$ cat config.mk
export PLATFORM = sky130hd
export DESIGN_NAME = unu_div_cell
export DESIGN_NICKNAME = d
export VERILOG_FILES = /design/src/rtl/core/unu_pkg.sv /design/src/rtl/core/unu_div_cell.sv
export SDC_FILE = /design/constraint.sdc
export NUM_CORES = 1
export LEC_CHECK = 0
export BUFFER_PORTS_ARGS = -buffer_cell sky130_fd_sc_hd__buf_2
export CORE_MARGIN = 2
export CORE_UTILIZATION = 35
export DETAILED_ROUTE_END_ITERATION = 12
export PLACE_DENSITY = 0.55
export SKIP_CTS_REPAIR_TIMING = 1
export SLEW_MARGIN = 20
export SYNTH_ARGS = -nofsm -noshare
export SYNTH_HDL_FRONTEND = slang
export SYNTH_SLANG_ARGS = --single-unit
$ cat constraint.sdc
create_clock -name clk -period 0.9 [get_ports clk]
set_input_delay 0.09 -clock clk [delete_from_list [all_inputs] [get_ports clk]]
set_output_delay 0.09 -clock clk [all_outputs]
set_load 0.01 [all_outputs]
$ cat src/rtl/core/unu_pkg.sv
// unu_pkg: types, widths and constants of the unit normal datapath
// no dependencies
`timescale 1ns / 1ps

package unu_pkg;

    localparam int COORD_BITS       = 24;
    localparam int NORMAL_FRAC_BITS = 14;

    localparam int DIFF_W  = COORD_BITS + 1;
    localparam int PROD_W  = 2 * DIFF_W;
    localparam int CROSS_W = PROD_W + 1;
    localparam int LEN_W   = $clog2(CROSS_W + 1);
    localparam int M_W     = 30;
    localparam int SQR_W   = 2 * M_W;
    localparam int S_W     = SQR_W + 2;
    localparam int ROOT_W  = S_W / 2;
    localparam int Q_W     = NORMAL_FRAC_BITS + 1;
    localparam int NUM_W   = M_W + NORMAL_FRAC_BITS + 1;
    localparam int OUT_W   = 16;

    localparam int SQRT_CELLS = ROOT_W;
    localparam int DIV_CELLS  = Q_W;

    typedef struct packed {
        logic                         op;
        logic signed [COORD_BITS-1:0] ax;
        logic signed [COORD_BITS-1:0] ay;
        logic signed [COORD_BITS-1:0] az;
        logic signed [COORD_BITS-1:0] bx;
        logic signed [COORD_BITS-1:0] by_coord;
        logic signed [COORD_BITS-1:0] bz;
        logic signed [COORD_BITS-1:0] dx;
        logic signed [COORD_BITS-1:0] dy;
        logic signed [COORD_BITS-1:0] dz;
    } unu_in_t;

    typedef struct packed {
        logic signed [OUT_W-1:0] normal_x;
        logic signed [OUT_W-1:0] normal_y;
        logic signed [OUT_W-1:0] normal_z;
        logic                    degenerate;
    } unu_out_t;

    // control travelling alongside the data in every stage
    typedef struct packed {
        logic       valid;
        logic       op;
        logic       degen;
        logic [2:0] neg;
    } unu_ctl_t;

    localparam logic OP_2D = 1'b0;
    localparam logic OP_3D = 1'b1;

endpackage

$ cat src/rtl/core/unu_div_cell.sv
// unu_div_cell: one quotient bit for all three components
// depends on unu_pkg
`timescale 1ns / 1ps

module unu_div_cell #(
    parameter int I = 0
) (
    input  logic                            clk,
    input  logic                            rst_n,
    input  logic                            en,
    input  unu_pkg::unu_ctl_t               ctl_in,
    input  logic [unu_pkg::ROOT_W-1:0]      root_in,
    input  logic [2:0][unu_pkg::NUM_W-1:0]  rem_in,
    input  logic [2:0][unu_pkg::Q_W-1:0]    q_in,
    output unu_pkg::unu_ctl_t               ctl_out,
    output logic [unu_pkg::ROOT_W-1:0]      root_out,
    output logic [2:0][unu_pkg::NUM_W-1:0]  rem_out,
    output logic [2:0][unu_pkg::Q_W-1:0]    q_out
);
    import unu_pkg::*;

    localparam logic [Q_W-1:0] QBIT = Q_W'(1) << I;

    unu_ctl_t              ctl_reg;
    logic [NUM_W:0]        dvs;
    logic [2:0][NUM_W-1:0] rem_next, rem_reg;
    logic [2:0][Q_W-1:0]   q_next, q_reg;
    logic [ROOT_W-1:0]     root_reg;

    always_comb
    begin
        dvs = (NUM_W + 1)'(root_in) << I;
        for (int c = 0; c < 3; c++)
        begin
            if ({1'b0, rem_in[c]} >= dvs)
            begin
                rem_next[c] = NUM_W'({1'b0, rem_in[c]} - dvs);
                q_next[c]   = q_in[c] | QBIT;
            end
            else
            begin
                rem_next[c] = rem_in[c];
                q_next[c]   = q_in[c];
            end
        end
    end

    always_ff @(posedge clk or negedge rst_n)
    begin
        if (!rst_n)
        begin
            ctl_reg <= '0;
        end
        else if (en)
        begin
            ctl_reg <= ctl_in;
        end
    end

    always_ff @(posedge clk)
    begin
        if (en)
        begin
            rem_reg  <= rem_next;
            q_reg    <= q_next;
            root_reg <= root_in;
        end
    end

    assign ctl_out  = ctl_reg;
    assign root_out = root_reg;
    assign rem_out  = rem_reg;
    assign q_out    = q_reg;

endmodule

# == Word level (Yosys, flattened, before mapping) ==
# Index checks and enable logic that the tools add are counted.
# W data, S select, Z words.
# totals
reg_bits,217
word_cells,23
# op_classes
n_addsub,3
magnitude_cmp,3
n_mux,3
# ops
cell,n
$ge A45 B31 Y1,3
$mux W45,3
$sub A45 B31 Y45,3

# == Depth between registers and ports, before layout ==
# Gate-level depths: netlist of the first run.
# depth
word_depth,2
mapped_depth,14

# == Worst setup path after synthesis of the first run ==
# OpenSTA, ideal clock, no wires.
# synth_path
kind,input to register
start,input port rem_in[90] (netlist name)
end,"register rem_reg, in the netlist rem_out[130], data pin"
arrival_ps,2626
slack_ps,-1983
cell_stages,13
cell_sequence,inv_1 -> ha_1 -> fa_1 -> nor2b_1 -> o211ai_1 -> a311o_1 -> a211oi_1 -> a21oi_1 -> o21a_1 -> o21ai_0 -> a2111oi_4 -> nand3_1 -> xnor2_1
# synth_rtl
item,line_no,rtl
from (decl),unu_div_cell.sv:13,"input logic [2:0][unu_pkg::NUM_W-1:0] rem_in,"
to (signal assigned),unu_div_cell.sv:64,rem_reg <= rem_next;
to (decl),unu_div_cell.sv:26,"logic [2:0][NUM_W-1:0] rem_next, rem_reg;"

==> results of run 1 <==
## synth_stat cells (all sizes together), types with 16 or more instances
master  instances  area [µm²]
mux2           16         180
nor2           95         359
xor2           55         482
edfxtp        211        6340
clkbuf         47         176
a21o           36         270
inv            59         221
o21bai         20         150
nand2         149         559
xnor2          68         596
ha             93        1160
nand4          31         194
nand3          25         125
o21ai         109         546
nor4           18         149
nor3           29         155
a21oi         135         679
o21a           17         128
## state kept, by name, summed over array words and instances (netlist names)
register	cells
root_out	31
rem_out	135
ctl_out	6
q_out	45
## where the power goes
part	leakage (nW)	switching, W	internal (W)
sequential	2.14	0.000432	0.0126
combinational	8.34	0.00624	0.00625
clock	0.416	0.00445	0.00646
## per-stage QoR
stage | cell area (µm²) | total power [W]
floorplan | 14800 | 0.0182
global placement | 20800 | 0.0239
detailed placement | 20800 | 0.0239
CTS | 21600 | 0.0349
global route | 25100 | 0.0379
finish | 25100 | 0.0364
## cells by family (layout without fill, tap and decap cells)
group / after synthesis / count (layout) / synth area share, %
other cells: 0 / 2 / 0
mux: 17 / 17 / 1.37
fa+ha+maj: 96 / 96 / 8.79
xor+xnor: 123 / 123 / 7.74
compound gates: 382 / 382 / 16.7
buf+inv: 120 / 1230 / 3.46
simple gates: 431 / 431 / 15.3
flops: 217 / 217 / 46.6
## worst max path at each step
stage | from | cells past startpoint | slack [ns] | to
3_3_place_gp | root_in[10] | 14 | -2.23 | rem_out[87]
4_1_cts | root_in[10] | 14 | -1.67 | rem_out[88]
3_5_place_dp | root_in[0] | 13 | -2.24 | rem_out[87]
6_report | root_in[4] | 14 | -1.56 | rem_out[121]
5_1_grt | root_in[15] | 15 | -1.66 | rem_out[44]
2_1_floorplan | root_in[3] | 13 | -1.82 | rem_out[130]
## per-layer routing
metal | share of wire (%) | vias up | track usage, %
met5 | 0.050 | - | 0
met4 | 2.4 | 4 | 6.93
met3 | 6.3 | 72 | 3.39
met2 | 49 | 506 | 43.4
met1 | 43 | 7184 | 34.4
li1 | - | 7322 | -
## cell type report
| type | instances | area (µm²) | area share (%) |
|---|---|---|---|
| multi-input combinational | 1049 | 8450 | 33.7 |
| sequential | 217 | 6490 | 25.8 |
| timing repair buffer | 1124 | 8290 | 33.0 |
| clock buffer | 29 | 662 | 2.64 |
| clock inverter | 18 | 214 | 0.852 |
| antenna | 2 | 5.00 | 0.0199 |
| tap | 525 | 657 | 2.62 |
| inverter | 59 | 349 | 1.39 |
==> qor.csv, run 1 <==
stage;metric;value;unit
global_route;grt_usage;25.6;%
worst_setup_path;cp_slowest_cell;o41a_1;
place;placedCellCount;2734;
cts;clk_latency;0.54;ns
final_layout;final_common_cell;buf_4;
timing;fin_setup_tns;-236.08;ns
place;gp_congestion;0.938;
floorplanning;fp.dieW;203;µm
cts;htreeDepth;1;
timing;rsz0062_at_grt;true;
worst_setup_path;worst-endpoint-required;1.19;ns
drt;wl_per_cell;19.8;µm
final_layout;fin_cells;3023;
run_status;status;complete, but fails checks;
final_layout;drive_gt1_share;48.7;%
global_route;antenna_found_initial;4;
final_layout;finalCoreUtilization;63.6;%
cts;clkSlewWorstSetupHoldPaths;0.06;ns
logic_synthesis;ys_seq_elements;217;
floorplanning;core-area;39500;µm²
hold_path;hp-start;rem_in[33];
hold_path;holdPathStages;3;
timing;setup_ws;-1.56;ns
floorplanning;start_util;35.3;%
cts;numCtsBuffers;26;
worst_setup_path;crit_buf_inv;3;
final_layout;layout_common_cells;450 x buf_4, 421 x buf_2, 211 x edfxtp_1, 204 x dlygate4sd3_1, 135 x nand2_1;
drt;drt_pass1_iterations;5;
logic_synthesis;async_flop_share;2.76;%
drt;drtIter0Drc;885;
timing;clock.fmax;407;MHz
logic_synthesis;syn_area_per_cell;10.0;µm²
logic_synthesis;synth_edf_count;211;
logic_synthesis;synth_cell_types;79;
logic_synthesis;ys_seq_area_share;46.6;%
timing;slew_violations;0;
power_and_ir_drop;power_leakage;10.9;nW
final_layout;final_nets;2793;
worst_setup_path;reg2reg_depth;1;
final_layout;synthToLayoutAreaGrowth;80.4;%
timing;min_period;2.46;ns
worst_setup_path;cpPeakStageDelay;0.46;ns
timing;period_share;273;%
drt;num_vias;15100;
global_route;grt_start_max_net_pins;43;
hold_path;hold_path.class;input port to flip-flop;
worst_setup_path;start_kind;input port;
final_layout;filler_cell_count;3279;
drt;antenna_left;0;
logic_synthesis;synth_cells;1386;
worst_setup_path;critPathKind;input port to flip-flop;
logic_synthesis;synth_area;13900;µm²
cts;clockBufferDepth;3;
floorplanning;pin_count;437;
worst_setup_path;crit_family;compound AO/OA/AOI/OAI gates;
global_route;grt_pass1_wl;79800;µm
timing;finalHoldViolations;2;
floorplanning;die_y;203;µm
worst_setup_path;timing.rr.start;ctl_out[5];
place;port_buffers;436;
place;dp_hpwl;45500;µm
run;maxCapViolCount;0;
timing;skew;0;ns
power_and_ir_drop;vdd_drop_max;1460;µV
timing;setup_viol;355;
logic_synthesis;yosysWarnings;0;
worst_setup_path;end_kind;flip-flop;
timing;slew_headroom;62.8;%
worst_setup_path;ff2ff_setup_slack;0.15;ns
global_route;gr-total-overflow;0;
cts;root_buffer;clkbuf_16;
worst_setup_path;arrival;2.75;ns
logic_synthesis;synth_flop_cell;edfxtp_1;
place;place_ws;-2.24;ns
run_status;violations;hold timing, setup timing;
floorplanning;die_area;41400;µm²
global_route;grt_pass1_vias;13800;
hold_path;holdPathEnd;rem_out[33];
timing;hold_ws;-0.0184;ns
worst_setup_path;crit_fanout;4;
drt;vias_per_cell;4.99;
drt;finalWirelength;60000;µm
worst_setup_path;timing.rr.end;ctl_out[5];
logic_synthesis;synth_nets;1702;
worst_setup_path;cp_common_cell;a21oi_4;
worst_setup_path;crit_path_cell_trace;buf_8 > inv_8 > ha_4 > buf_6 > a21oi_4 > and2_4 > a21oi_4 > o211ai_1 > a211oi_2 > o41a_1 > a221oi_2 > a211o_1 > nand3b_1 > xnor2_1;
drt;route.detailed.drc;0;
power_and_ir_drop;powerDensity;1450;nW/µm²
timing;tightestPinTransition;0.553;ns
cts;cts_tree;done;
cts;clock-sinks;217;
floorplanning;rows;73;
No activity file was read; power rests on OpenSTA's default activity.
==> inputs of run 2 (changes only) <==
--- a/config.mk
+++ b/config.mk
@@ -10,6 +10,7 @@
 export CORE_UTILIZATION = 35
 export DETAILED_ROUTE_END_ITERATION = 12
 export PLACE_DENSITY = 0.55
+export RECOVER_POWER = 50
 export SKIP_CTS_REPAIR_TIMING = 1
 export SLEW_MARGIN = 20
 export SYNTH_ARGS = -nofsm -noshare
==> qor.csv, run 2 (synthesis gave the netlist of run 1 again) <==
stage;metric;value;unit
timing;period_share;274;%
floorplanning;die_area;41400;µm²
global_route;grt_usage;25.6;%
drt;drt_pass1_iterations;5;
cts;clkSlewWorstSetupHoldPaths;0.06;ns
timing;min_period;2.46;ns
hold_path;hold_path.class;input port to flip-flop;
worst_setup_path;end_kind;flip-flop;
timing;tightestPinTransition;0.625;ns
timing;skew;0;ns
run_status;violations;hold timing, setup timing;
timing;slew_violations;0;
timing;hold_ws;-0.0198;ns
drt;wl_per_cell;19.9;µm
final_layout;synthToLayoutAreaGrowth;79.6;%
worst_setup_path;worst-endpoint-required;1.19;ns
drt;antenna_left;0;
final_layout;final_nets;2793;
timing;finalHoldViolations;3;
final_layout;largest_register_ff_count;135;
global_route;grt_pass1_wl;79800;µm
power_and_ir_drop;powerDensity;1460;nW/µm²
final_layout;final_common_cell;buf_4;
worst_setup_path;ff2ff_setup_slack;0.15;ns
cts;cts_tree;done;
timing;setup_ws;-1.56;ns
worst_setup_path;start_kind;input port;
floorplanning;rows;73;
worst_setup_path;arrival;2.75;ns
timing;rsz0062_at_grt;true;
drt;drtIter0Drc;855;
floorplanning;core-area;39500;µm²
cts;clk_latency;0.54;ns
worst_setup_path;crit_fanout;4;
final_layout;drive_gt1_share;48.6;%
cts;clock-sinks;217;
power_and_ir_drop;power_leakage;10.8;nW
cts;htreeDepth;1;
global_route;antenna_found_initial;4;
cts;numCtsBuffers;26;
timing;slew_headroom;58.3;%
timing;clock.fmax;406;MHz
final_layout;layout_common_cells;436 x buf_4, 426 x buf_2, 211 x edfxtp_1, 204 x dlygate4sd3_1, 135 x nand2_1;
worst_setup_path;critPathKind;input port to flip-flop;
floorplanning;pin_count;437;
floorplanning;start_util;35.3;%
timing;setup_viol;357;
cts;root_buffer;clkbuf_16;
floorplanning;fp.dieW;203;µm
floorplanning;die_y;203;µm
drt;finalWirelength;60000;µm
place;port_buffers;436;
global_route;grt_pass1_vias;13800;
place;gp_congestion;0.938;
drt;vias_per_cell;5.01;
final_layout;fin_cells;3023;
power_and_ir_drop;vdd_drop_max;1440;µV
drt;route.detailed.drc;0;
place;dp_hpwl;45500;µm
global_route;grt_start_max_net_pins;43;
run_status;status;complete, but fails checks;
drt;num_vias;15100;
run;maxCapViolCount;0;
cts;clockBufferDepth;3;
global_route;gr-total-overflow;0;
place;placedCellCount;2734;
-- run 2: cell count changes in the layout (fill, tap and decap cells not counted) --
cell      previous run  this run
buf_6               25        26
clkbuf_2             0        11
buf_8                4         3
buf_2              421       426
clkbuf_1             3         6
buf_4              450       436
buf_12              17        12
-- run 2: metrics by stage --
stage / setup slack (ns) / total power [W] / cell area (µm²) / util [%] / TNS, ns
CTS: -1.67 / 0.0349 / 21600 / 54.8 / -259.96
floorplan: -1.82 / 0.0182 / 14800 / - / -193.70
detailed placement: -2.24 / 0.0239 / 20800 / 52.6 / -277.24
finish: -1.56 / 0.0364 / 25000 / 63.3 / -236.71
global route: -1.66 / 0.0379 / 25000 / 63.3 / -259.14
global placement: -2.23 / 0.0239 / 20800 / 52.6 / -275.27
-- run 2: area by class of cell --
type	instances	area, µm²
antenna	2	5.00
sequential	217	6490
multi-input combinational	1049	8450
clock buffer	29	662
tap	525	657
fill	3299	14500
inverter	59	349
timing repair buffer	1124	8170
clock inverter	18	214
-- run 2: worst max-delay path, cell delays in order --
cell and delay, ns:
buf_8 0.11, inv_8 0.07, ha_4 0.20, buf_6 0.13, a21oi_4 0.15, and2_4 0.18
a21oi_4 0.07, o211ai_1 0.27, a211oi_2 0.14, o41a_1 0.46, a221oi_2 0.30, a211o_1 0.30
nand3b_1 0.13, xnor2_1 0.16
-- run 2: where the power goes --
group	total (W)	leakage (nW)	switching (W)	internal [W]
Clock	0.0109	0.416	0.00446	0.00646
Sequential	0.0130	2.14	0.000432	0.0126
Combinational	0.0124	8.29	0.00623	0.00619
Total	0.0364	10.8	0.0111	0.0253
-- run 2: worst paths after layout --
| check | from | to | cells after the start |
|---|---|---|---|
| worst max-delay path | root_in[4] | rem_out[121] | 14 |
| worst min-delay path | rem_in[33] | rem_out[33] | 3 |
| worst max register to register | ctl_out[5] | ctl_out[5] | 1 |
| worst min register to register | ctl_out[2] | ctl_out[2] | 1 |
| max in group asynchronous | rst_n | ctl_out[1] | 3 |
| min in group asynchronous | rst_n | ctl_out[5] | 3 |
-- run 2: routing by layer --
layer	GRT usage, %	wire length, µm	vias up
met5	0	30	-
met4	6.93	1450	4
met3	3.39	4040	76
met2	43.4	29100	541
met1	34.4	25400	7186
li1	-	-	7325
